$ cat config.mk
export PLATFORM = sky130hd
export DESIGN_NAME = sorted_handle_table_top
export DESIGN_NICKNAME = d
export VERILOG_FILES = /design/src/rtl/sht_pkg.sv /design/src/rtl/sht_front.sv /design/src/rtl/sht_engine.sv /design/src/rtl/sorted_handle_table_top.sv
export SDC_FILE = /design/constraint.sdc
export NUM_CORES = 2
export LEC_CHECK = 0
export BUFFER_PORTS_ARGS = -buffer_cell sky130_fd_sc_hd__buf_2
export CORE_UTILIZATION = 55
export CTS_CLUSTER_SIZE = 24
export DETAILED_ROUTE_END_ITERATION = 10
export HOLD_SLACK_MARGIN = 0.05
export PLACE_DENSITY = 0.73
export SLEW_MARGIN = 20
export SYNTH_ARGS = -nofsm -noshare
export SYNTH_HDL_FRONTEND = slang
export SYNTH_SLANG_ARGS = --single-unit
$ cat constraint.sdc
create_clock -name i_clk -period 26.4 [get_ports i_clk]
set_input_delay 2.64 -clock i_clk [delete_from_list [all_inputs] [get_ports i_clk]]
set_output_delay 2.64 -clock i_clk [all_outputs]
set_load 0.03 [all_outputs]
$ cat src/rtl/sht_pkg.sv
// ============================================================================
// sht_pkg: shared types and codes of the sorted handle table
// Operation codes, result status codes, the command kinds that the front
// end passes to the engine, and the command type carried through the queue.
// ============================================================================
`default_nettype none

package sht_pkg;

    localparam int unsigned OP_WIDTH     = 2;
    localparam int unsigned ST_WIDTH     = 2;
    localparam int unsigned FIELD_WIDTH  = 64;
    localparam int unsigned COUNT_OUT_W  = 5;
    localparam int unsigned KIND_WIDTH   = 3;

    localparam logic [OP_WIDTH-1:0] OP_INSERT = 2'd0;
    localparam logic [OP_WIDTH-1:0] OP_REMOVE = 2'd1;
    localparam logic [OP_WIDTH-1:0] OP_FIND   = 2'd2;

    localparam logic [ST_WIDTH-1:0] ST_OK        = 2'd0;
    localparam logic [ST_WIDTH-1:0] ST_NOT_FOUND = 2'd1;
    localparam logic [ST_WIDTH-1:0] ST_FULL      = 2'd2;

    localparam logic [KIND_WIDTH-1:0] KIND_INSERT    = 3'd0;
    localparam logic [KIND_WIDTH-1:0] KIND_REMOVE    = 3'd1;
    localparam logic [KIND_WIDTH-1:0] KIND_FIND      = 3'd2;
    localparam logic [KIND_WIDTH-1:0] KIND_DONE_OK   = 3'd3;
    localparam logic [KIND_WIDTH-1:0] KIND_DONE_MISS = 3'd4;

    localparam int unsigned QUEUE_DEPTH = 2;
    localparam int unsigned QUEUE_AW    = 1;

    typedef struct packed {
        logic [KIND_WIDTH-1:0]  kind;
        logic [FIELD_WIDTH-1:0] key;
        logic [FIELD_WIDTH-1:0] entry_ref;
    } t_cmd;

endpackage

`default_nettype wire

$ cat src/rtl/sht_front.sv
// ============================================================================
// sht_front: input acceptance, classification and command queue
// Classifies each incoming transaction into a command kind and holds it in a
// two-entry queue until the engine takes it.
// ============================================================================
`default_nettype none

module sht_front
    import sht_pkg::*;
(
    input  wire logic                   i_clk,
    input  wire logic                   i_rst_n,
    input  wire logic                   i_in_valid,
    output logic                        o_in_ready,
    input  wire logic [OP_WIDTH-1:0]    i_op,
    input  wire logic [FIELD_WIDTH-1:0] i_key,
    input  wire logic [FIELD_WIDTH-1:0] i_entry_ref,
    output logic                        o_cmd_valid,
    input  wire logic                   i_cmd_ready,
    output t_cmd                        o_cmd
);

    t_cmd                r_queue [QUEUE_DEPTH];
    logic [QUEUE_AW-1:0] r_wp;
    logic [QUEUE_AW-1:0] r_rp;
    logic [QUEUE_AW:0]   r_fill;
    t_cmd                w_cmd;
    logic                w_push;
    logic                w_pop;

    always_comb begin
        w_cmd.key       = i_key;
        w_cmd.entry_ref = i_entry_ref;
        case (i_op)
            OP_INSERT: begin
                w_cmd.kind = (i_entry_ref == '0) ? KIND_DONE_OK : KIND_INSERT;
            end
            OP_REMOVE: begin
                w_cmd.kind = (i_entry_ref == '0) ? KIND_DONE_MISS : KIND_REMOVE;
            end
            OP_FIND: begin
                w_cmd.kind = KIND_FIND;
            end
            default: begin
                w_cmd.kind = KIND_DONE_MISS;
            end
        endcase
    end

    assign o_in_ready  = (r_fill != (QUEUE_AW + 1)'(QUEUE_DEPTH));
    assign o_cmd_valid = (r_fill != '0);
    assign o_cmd       = r_queue[r_rp];
    assign w_push      = i_in_valid && o_in_ready;
    assign w_pop       = o_cmd_valid && i_cmd_ready;

    always_ff @(posedge i_clk) begin
        if (w_push) begin
            r_queue[r_wp] <= w_cmd;
        end
    end

    always_ff @(posedge i_clk) begin
        if (!i_rst_n) begin
            r_wp   <= '0;
            r_rp   <= '0;
            r_fill <= '0;
        end else begin
            if (w_push) begin
                r_wp <= r_wp + QUEUE_AW'(1);
            end
            if (w_pop) begin
                r_rp <= r_rp + QUEUE_AW'(1);
            end
            if (w_push && !w_pop) begin
                r_fill <= r_fill + (QUEUE_AW + 1)'(1);
            end else if (w_pop && !w_push) begin
                r_fill <= r_fill - (QUEUE_AW + 1)'(1);
            end
        end
    end

endmodule

`default_nettype wire

$ cat src/rtl/sht_engine.sv
// ============================================================================
// sht_engine: table storage and operation sequencer
// Holds the sorted key and reference memories and carries out insert,
// remove and binary search with at most one memory access per cycle, then
// registers the result transaction.
// ============================================================================
`default_nettype none

module sht_engine
    import sht_pkg::*;
#(
    parameter int unsigned DEPTH     = 16,
    parameter int unsigned KEY_WIDTH = 64
) (
    input  wire logic                   i_clk,
    input  wire logic                   i_rst_n,
    input  wire logic                   i_cmd_valid,
    output logic                        o_cmd_ready,
    input  wire t_cmd                   i_cmd,
    output logic                        o_out_valid,
    input  wire logic                   i_out_ready,
    output logic [ST_WIDTH-1:0]         o_status,
    output logic [FIELD_WIDTH-1:0]      o_found_ref,
    output logic [COUNT_OUT_W-1:0]      o_entry_count
);

    localparam int unsigned AW = (DEPTH > 1) ? $clog2(DEPTH) : 1;
    localparam int unsigned CW = $clog2(DEPTH + 1);
    localparam logic [CW-1:0] DEPTH_C = CW'(DEPTH);

    localparam logic [3:0] S_IDLE    = 4'd0;
    localparam logic [3:0] S_INS     = 4'd1;
    localparam logic [3:0] S_INS_CMP = 4'd2;
    localparam logic [3:0] S_REM_RD  = 4'd3;
    localparam logic [3:0] S_REM_CMP = 4'd4;
    localparam logic [3:0] S_SH_RD   = 4'd5;
    localparam logic [3:0] S_SH_WR   = 4'd6;
    localparam logic [3:0] S_FND_RD  = 4'd7;
    localparam logic [3:0] S_FND_CMP = 4'd8;
    localparam logic [3:0] S_DONE    = 4'd9;

    logic [KEY_WIDTH-1:0]   mem_key [DEPTH];
    logic [FIELD_WIDTH-1:0] mem_ref [DEPTH];

    logic [3:0]             r_state,  n_state;
    logic [CW-1:0]          r_count,  n_count;
    logic [CW-1:0]          r_idx,    n_idx;
    logic [CW-1:0]          r_lo,     n_lo;
    logic [CW-1:0]          r_hi1,    n_hi1;
    logic [KEY_WIDTH-1:0]   r_key,    n_key;
    logic [FIELD_WIDTH-1:0] r_ref,    n_ref;
    logic [ST_WIDTH-1:0]    r_status, n_status;
    logic [FIELD_WIDTH-1:0] r_found,  n_found;
    logic [KEY_WIDTH-1:0]   r_rd_key;
    logic [FIELD_WIDTH-1:0] r_rd_ref;
    logic                   r_out_valid;
    logic [ST_WIDTH-1:0]    r_out_status;
    logic [FIELD_WIDTH-1:0] r_out_found;
    logic [COUNT_OUT_W-1:0] r_out_count;

    logic                   w_we;
    logic [AW-1:0]          w_waddr;
    logic [KEY_WIDTH-1:0]   w_wkey;
    logic [FIELD_WIDTH-1:0] w_wref;
    logic                   w_re;
    logic [AW-1:0]          w_raddr;
    logic                   w_load;
    logic [CW-1:0]          w_idx_inc;
    logic [CW-1:0]          w_idx_dec;
    logic [CW:0]            w_mid_sum;
    logic [CW-1:0]          w_mid;
    logic [CW+COUNT_OUT_W-1:0] w_count_ext;

    assign w_idx_inc   = r_idx + CW'(1);
    assign w_idx_dec   = r_idx - CW'(1);
    assign w_mid_sum   = {1'b0, r_lo} + {1'b0, r_hi1} - (CW + 1)'(1);
    assign w_mid       = w_mid_sum[CW:1];
    assign w_count_ext = {{COUNT_OUT_W{1'b0}}, r_count};
    assign w_load      = (r_state == S_DONE) && (!r_out_valid || i_out_ready);

    always_comb begin
        n_state     = r_state;
        n_count     = r_count;
        n_idx       = r_idx;
        n_lo        = r_lo;
        n_hi1       = r_hi1;
        n_key       = r_key;
        n_ref       = r_ref;
        n_status    = r_status;
        n_found     = r_found;
        o_cmd_ready = 1'b0;
        w_we        = 1'b0;
        w_waddr     = r_idx[AW-1:0];
        w_wkey      = r_key;
        w_wref      = r_ref;
        w_re        = 1'b0;
        w_raddr     = r_idx[AW-1:0];
        case (r_state)
            S_IDLE: begin
                o_cmd_ready = 1'b1;
                if (i_cmd_valid) begin
                    n_key   = i_cmd.key[KEY_WIDTH-1:0];
                    n_ref   = i_cmd.entry_ref;
                    n_found = '0;
                    case (i_cmd.kind)
                        KIND_INSERT: begin
                            if (r_count == DEPTH_C) begin
                                n_status = ST_FULL;
                                n_state  = S_DONE;
                            end else begin
                                n_idx   = r_count;
                                n_state = S_INS;
                            end
                        end
                        KIND_REMOVE: begin
                            n_idx   = '0;
                            n_state = S_REM_RD;
                        end
                        KIND_FIND: begin
                            n_lo    = '0;
                            n_hi1   = r_count;
                            n_state = S_FND_RD;
                        end
                        KIND_DONE_OK: begin
                            n_status = ST_OK;
                            n_state  = S_DONE;
                        end
                        default: begin
                            n_status = ST_NOT_FOUND;
                            n_state  = S_DONE;
                        end
                    endcase
                end
            end
            S_INS: begin
                if (r_idx == '0) begin
                    w_we     = 1'b1;
                    n_count  = r_count + CW'(1);
                    n_status = ST_OK;
                    n_state  = S_DONE;
                end else begin
                    w_re    = 1'b1;
                    w_raddr = w_idx_dec[AW-1:0];
                    n_state = S_INS_CMP;
                end
            end
            S_INS_CMP: begin
                w_we = 1'b1;
                if (r_rd_key > r_key) begin
                    w_wkey  = r_rd_key;
                    w_wref  = r_rd_ref;
                    n_idx   = w_idx_dec;
                    n_state = S_INS;
                end else begin
                    n_count  = r_count + CW'(1);
                    n_status = ST_OK;
                    n_state  = S_DONE;
                end
            end
            S_REM_RD: begin
                if (r_idx >= r_count) begin
                    n_status = ST_NOT_FOUND;
                    n_state  = S_DONE;
                end else begin
                    w_re    = 1'b1;
                    n_state = S_REM_CMP;
                end
            end
            S_REM_CMP: begin
                if (r_rd_ref == r_ref) begin
                    n_state = S_SH_RD;
                end else begin
                    n_idx   = w_idx_inc;
                    n_state = S_REM_RD;
                end
            end
            S_SH_RD: begin
                if (w_idx_inc >= r_count) begin
                    n_count  = r_count - CW'(1);
                    n_status = ST_OK;
                    n_state  = S_DONE;
                end else begin
                    w_re    = 1'b1;
                    w_raddr = w_idx_inc[AW-1:0];
                    n_state = S_SH_WR;
                end
            end
            S_SH_WR: begin
                w_we    = 1'b1;
                w_wkey  = r_rd_key;
                w_wref  = r_rd_ref;
                n_idx   = w_idx_inc;
                n_state = S_SH_RD;
            end
            S_FND_RD: begin
                if (r_lo >= r_hi1) begin
                    n_status = ST_NOT_FOUND;
                    n_state  = S_DONE;
                end else begin
                    w_re    = 1'b1;
                    w_raddr = w_mid[AW-1:0];
                    n_idx   = w_mid;
                    n_state = S_FND_CMP;
                end
            end
            S_FND_CMP: begin
                if (r_rd_key < r_key) begin
                    n_lo    = w_idx_inc;
                    n_state = S_FND_RD;
                end else if (r_rd_key > r_key) begin
                    n_hi1   = r_idx;
                    n_state = S_FND_RD;
                end else begin
                    n_found  = r_rd_ref;
                    n_status = ST_OK;
                    n_state  = S_DONE;
                end
            end
            S_DONE: begin
                if (w_load) begin
                    n_state = S_IDLE;
                end
            end
            default: begin
                n_state = S_IDLE;
            end
        endcase
    end

    always_ff @(posedge i_clk) begin
        if (w_we) begin
            mem_key[w_waddr] <= w_wkey;
            mem_ref[w_waddr] <= w_wref;
        end
        if (w_re) begin
            r_rd_key <= mem_key[w_raddr];
            r_rd_ref <= mem_ref[w_raddr];
        end
    end

    always_ff @(posedge i_clk) begin
        r_idx    <= n_idx;
        r_lo     <= n_lo;
        r_hi1    <= n_hi1;
        r_key    <= n_key;
        r_ref    <= n_ref;
        r_status <= n_status;
        r_found  <= n_found;
        if (w_load) begin
            r_out_status <= r_status;
            r_out_found  <= r_found;
            r_out_count  <= w_count_ext[COUNT_OUT_W-1:0];
        end
    end

    always_ff @(posedge i_clk) begin
        if (!i_rst_n) begin
            r_state     <= S_IDLE;
            r_count     <= '0;
            r_out_valid <= 1'b0;
        end else begin
            r_state <= n_state;
            r_count <= n_count;
            if (w_load) begin
                r_out_valid <= 1'b1;
            end else if (i_out_ready) begin
                r_out_valid <= 1'b0;
            end
        end
    end

    assign o_out_valid   = r_out_valid;
    assign o_status      = r_out_status;
    assign o_found_ref   = r_out_found;
    assign o_entry_count = r_out_count;

endmodule

`default_nettype wire

$ cat src/rtl/sorted_handle_table_top.sv
// ============================================================================
// sorted_handle_table_top: sorted handle table with binary search lookup
// A table of up to DEPTH key and reference pairs kept in ascending key order,
// supporting insert, remove by reference and find by key.
// ============================================================================
//
// Channel   Direction  Handshake                  Payload
// input     in         i_in_valid / o_in_ready    i_op, i_key, i_entry_ref
// output    out        o_out_valid / i_out_ready  o_status, o_found_ref,
//                                                 o_entry_count
//
// One transaction at a time runs on a sequencer over a single-port memory.
// Insert moves each larger entry up one place; remove scans by reference and
// then shifts the later entries down; find takes at most floor(log2(count)) + 1
// probes. Refused, null and unused codes go straight to the result.
// A waiting result holds the engine; the two-entry queue takes two more meanwhile.
// Reset clears the count, the sequencer state, the result valid flag and the
// queue pointers; the memories need no clearing.
// ============================================================================
`default_nettype none

module sorted_handle_table_top
    import sht_pkg::*;
#(
    parameter int unsigned DEPTH     = 16,
    parameter int unsigned KEY_WIDTH = 64
) (
    input  wire logic                   i_clk,
    input  wire logic                   i_rst_n,
    input  wire logic                   i_in_valid,
    output logic                        o_in_ready,
    input  wire logic [OP_WIDTH-1:0]    i_op,
    input  wire logic [FIELD_WIDTH-1:0] i_key,
    input  wire logic [FIELD_WIDTH-1:0] i_entry_ref,
    output logic                        o_out_valid,
    input  wire logic                   i_out_ready,
    output logic [ST_WIDTH-1:0]         o_status,
    output logic [FIELD_WIDTH-1:0]      o_found_ref,
    output logic [COUNT_OUT_W-1:0]      o_entry_count
);

    logic w_cmd_valid;
    logic w_cmd_ready;
    t_cmd w_cmd;

    sht_front u_front (
        .i_clk       (i_clk),
        .i_rst_n     (i_rst_n),
        .i_in_valid  (i_in_valid),
        .o_in_ready  (o_in_ready),
        .i_op        (i_op),
        .i_key       (i_key),
        .i_entry_ref (i_entry_ref),
        .o_cmd_valid (w_cmd_valid),
        .i_cmd_ready (w_cmd_ready),
        .o_cmd       (w_cmd)
    );

    sht_engine #(
        .DEPTH     (DEPTH),
        .KEY_WIDTH (KEY_WIDTH)
    ) u_engine (
        .i_clk         (i_clk),
        .i_rst_n       (i_rst_n),
        .i_cmd_valid   (w_cmd_valid),
        .o_cmd_ready   (w_cmd_ready),
        .i_cmd         (w_cmd),
        .o_out_valid   (o_out_valid),
        .i_out_ready   (i_out_ready),
        .o_status      (o_status),
        .o_found_ref   (o_found_ref),
        .o_entry_count (o_entry_count)
    );

endmodule

`default_nettype wire

==> qor.csv <==
stage,metric,value,unit
outcome,outcome,completed,
route,vias,66052,
worst_setup_path,critPathRequiredTime,27.12,ns
global_routing,overflow,0,
route,postRouteAntennaNets,0,
cts,cts_max_level,5,
floorplan,dieArea,198000,um^2
cts,cts-buffers-inserted,288,
yosys,yosys_register_bits,2733,
yosys,synth_top_family_by_area,simple AND/OR/NAND/NOR gates,
route,via_per_inst,6.25,
placement,hpwl,147,mm
timing,fmax,148,MHz
cells_and_area,synthToLayoutAreaGrowth,11.2,%
power_and_ir_drop,power_density,129,nW/um^2
yosys,yosysSeqAreaShare,75.7,%
cts,clock_latency,0.95,ns
timing,finalHoldViolations,0,
yosys,yosysTopAreaCell,edfxtp_1,
yosys,muxShareOfSynthArea,3.26,%
power_and_ir_drop,leakagePower,0.0413,uW
cells_and_area,final_cell_mix,"edfxtp_1 (2718), nand2_1 (1743), nand3_1 (1004), clkbuf_16 (290), buf_2 (206)",
yosys,synth_nets,7809,
timing,fin_setup_tns,0,ns
timing,rsz0062_at_grt,no,
timing,min_period,6.77,ns
placement,portBuffers,206,
power_and_ir_drop,ir_drop,260,uV
floorplan,core,195000,um^2
yosys,synthSimpleGateAreaFrac,13.7,%
route,m1WireLength,106,mm
yosys,synthCells,7576,
yosys,ys_async_sr_fraction,0,%
job,maxCapViolCount,0,
timing,finClkSkew,0.0732,ns
floorplan,io_pins,207,
worst_hold_path,min_path_cells,0,
floorplan,die_w,445,um
timing,setup_viol,0,
cells_and_area,nets,7965,
placement,placed_cell_area,112000,um^2
route,drc,0,
timing,finalWorstSetupSlack,19.63,ns
route,wl_met2,134,mm
placement,gp_congestion,0.848,
global_routing,grtUsageTotal,28.4,%
timing,max-slew-margin-rel,11.4,%
worst_setup_path,start_kind,flip-flop,
yosys,synth.avg_cell_area,14.3,um^2
yosys,synth_area_leaders,"edfxtp_1 (75%), nand2_1 (6.1%), nand3_1 (4.6%)",
floorplan,fp.dieH,445,um
cts,clock_sinks,2733,
worst_setup_path,critPathKind,flip-flop to flip-flop,
yosys,yosysWarnings,0,
cts,clkTransAtPathRegs,0.06,ns
yosys,synth_top_area_share,75.5,%
cts,ctsResizeCount,0,
timing,period_share,25.6,%
yosys,synthAdderAreaFrac,1.16,%
yosys,synth_cell_types,81,
route,wl_met3,29.4,mm
yosys,ys.flop_type,edfxtp_1,
worst_setup_path,r2r_cells,16,
floorplan,start_util,55.4,%
worst_setup_path,worst-endpoint-arrival,7.49,ns
global_routing,grt_antenna_before_repair,9,
placement,pre_cts_ws,19.77,ns
yosys,synth_area,108000,um^2
cts,cts_root_buffer,clkbuf_16,
timing,worstMarginPinSlew,1.33,ns
global_routing,grt_pass1_vias,63340,
route,drt_iter0_markers,9389,
cells_and_area,final_util,61.6,%
cts,cts_setup_buffers,0,
cells_and_area,final_area,120000,um^2
cts,cts_tree,done,
timing,slew_viol_final,0,
yosys,synth-compound-area-share,3.12,%
yosys,synth_xor_area_share,0.656,%
worst_setup_path,endpoint_kind,flip-flop,
cells_and_area,final_common_cell,edfxtp_1,
route,drt_wl_total,286,mm
route,first_pass_iters,7,
route,top_layer,met5,
worst_setup_path,cp_max_fo,205,
route,wl_per_cell,27.0,um
worst_hold_path,holdCritPathClass,flip-flop to flip-flop,
global_routing,grt_pass1_wl,414,mm
global_routing,grt_max_degree,216,
cts,postCtsHoldBufs,0,
yosys,synth_edf_count,2718,
floorplan,rows,162,
cts,cts_buffer_depth,4,
cells_and_area,drive_gt1_share,12.0,%
[per-layer routing]
metal / vias up / global-route usage, %
met4: 6 / 15.1
met3: 732 / 4.75
met5: - / 0
met2: 4107 / 45.0
met1: 32617 / 38.0
li1: 28590 / -
[critical path, cell delays in order, from the launching register on]
cell and delay [ns]:
edfxtp_1 0.92, nand3_1 0.18, xor2_1 0.29, inv_1 0.07, ha_1 0.34, or2_2 0.13
a211oi_1 0.08, a21o_1 0.22, nor2_1 0.22, a22o_4 0.65, buf_4 0.74, buf_12 0.75
buf_4 0.88, nand2_1 0.14, a32oi_1 0.23, a31oi_1 0.10, a311oi_1 0.31
[where the power goes]
part	leakage (uW)	internal (uW)	switching, uW	total, uW
logic	0.0124	1500	4060	5560
clock network	0.00416	2130	1600	3730
registers	0.0248	5910	305	6220
total	0.0413	9540	5960	15500
[state kept, by name (all words and copies together), names as in the netlist, 64 cells and up, named ones only]
register and flops:
u_engine.o_found_ref 64, u_engine.mem_ref 1024, u_front.r_queue 262, u_engine.r_rd_ref 64
u_engine.mem_key 1024, u_engine.r_found 64, u_engine.r_ref 64, u_engine.r_rd_key 64
u_engine.r_key 64
[worst paths after layout]
| kind | slack, ns | to | start |
|---|---|---|---|
| hold reg to reg | 0.41 | u_engine.o_found_ref[0]$_DFFE_PP_ | u_engine.r_found[0]$_SDFFCE_PN0P_ |
| hold / removal | 0.41 | u_engine.o_found_ref[0]$_DFFE_PP_ | u_engine.r_found[0]$_SDFFCE_PN0P_ |
| setup / recovery | 19.63 | u_engine.r_rd_ref[23]$_DFFE_PP_ | u_engine.r_idx[2]$_DFFE_PP_ |
| setup reg to reg | 19.63 | u_engine.r_rd_ref[23]$_DFFE_PP_ | u_engine.r_idx[2]$_DFFE_PP_ |
[logic make-up (layout without fill, tap and decap cells)]
kind of cell,Yosys count,after routing
AO/OA/AOI/OAI,501,501
XOR/XNOR,81,81
adder cells (fa/ha/maj),99,99
buffers and inverters,549,905
flip-flops,2733,2733
multiplexers,320,320
other,0,5
AND/OR/NAND/NOR,3293,3293
[cell type report]
type | count | area [um^2]
multi-input combinational | 4294 | 24000
antenna | 5 | 12.5
sequential | 2733 | 81900
fill | 13921 | 75000
inverter | 102 | 388
clock inverter | 144 | 1050
timing repair buffer | 313 | 2060
tap | 2624 | 3280
clock buffer | 346 | 7470
[Yosys cell counts, types with 11 or more instances]
| cell | number |
|---|---|
| edfxtp_1 | 2718 |
| nand2_1 | 1745 |
| nand3_1 | 1004 |
| mux2_2 | 203 |
| buf_2 | 188 |
| and3_1 | 179 |
| clkbuf_1 | 172 |
| a31oi_1 | 147 |
| nand4_1 | 135 |
| a21oi_1 | 122 |
| inv_1 | 102 |
| ha_1 | 97 |
| xor2_1 | 70 |
| mux2i_1 | 63 |
| nor2_1 | 61 |
| nor3_1 | 60 |
| a32oi_1 | 57 |
| mux2_1 | 54 |
| buf_1 | 44 |
| nor4_1 | 41 |
| a311oi_1 | 39 |
| o21ai_0 | 36 |
| buf_4 | 28 |
| a21o_1 | 25 |
| buf_6 | 15 |
| dfxtp_1 | 15 |
| nor2b_1 | 13 |
| and2_1 | 11 |
| xnor2_1 | 11 |
[through the flow]
| step | total power, uW | hold slack (ns) | cells |
|---|---|---|---|
| after floorplan | 9960 | 0.400 | 7576 |
| after global placement | 11600 | 0.403 | 10064 |
| after detailed placement | 11700 | 0.405 | 10065 |
| after CTS | 15500 | 0.406 | 10555 |
| after global routing | 16200 | 0.417 | 10559 |
| final | 15500 | 0.406 | 10561 |
Note: power is estimated with default switching activity, not from simulation.
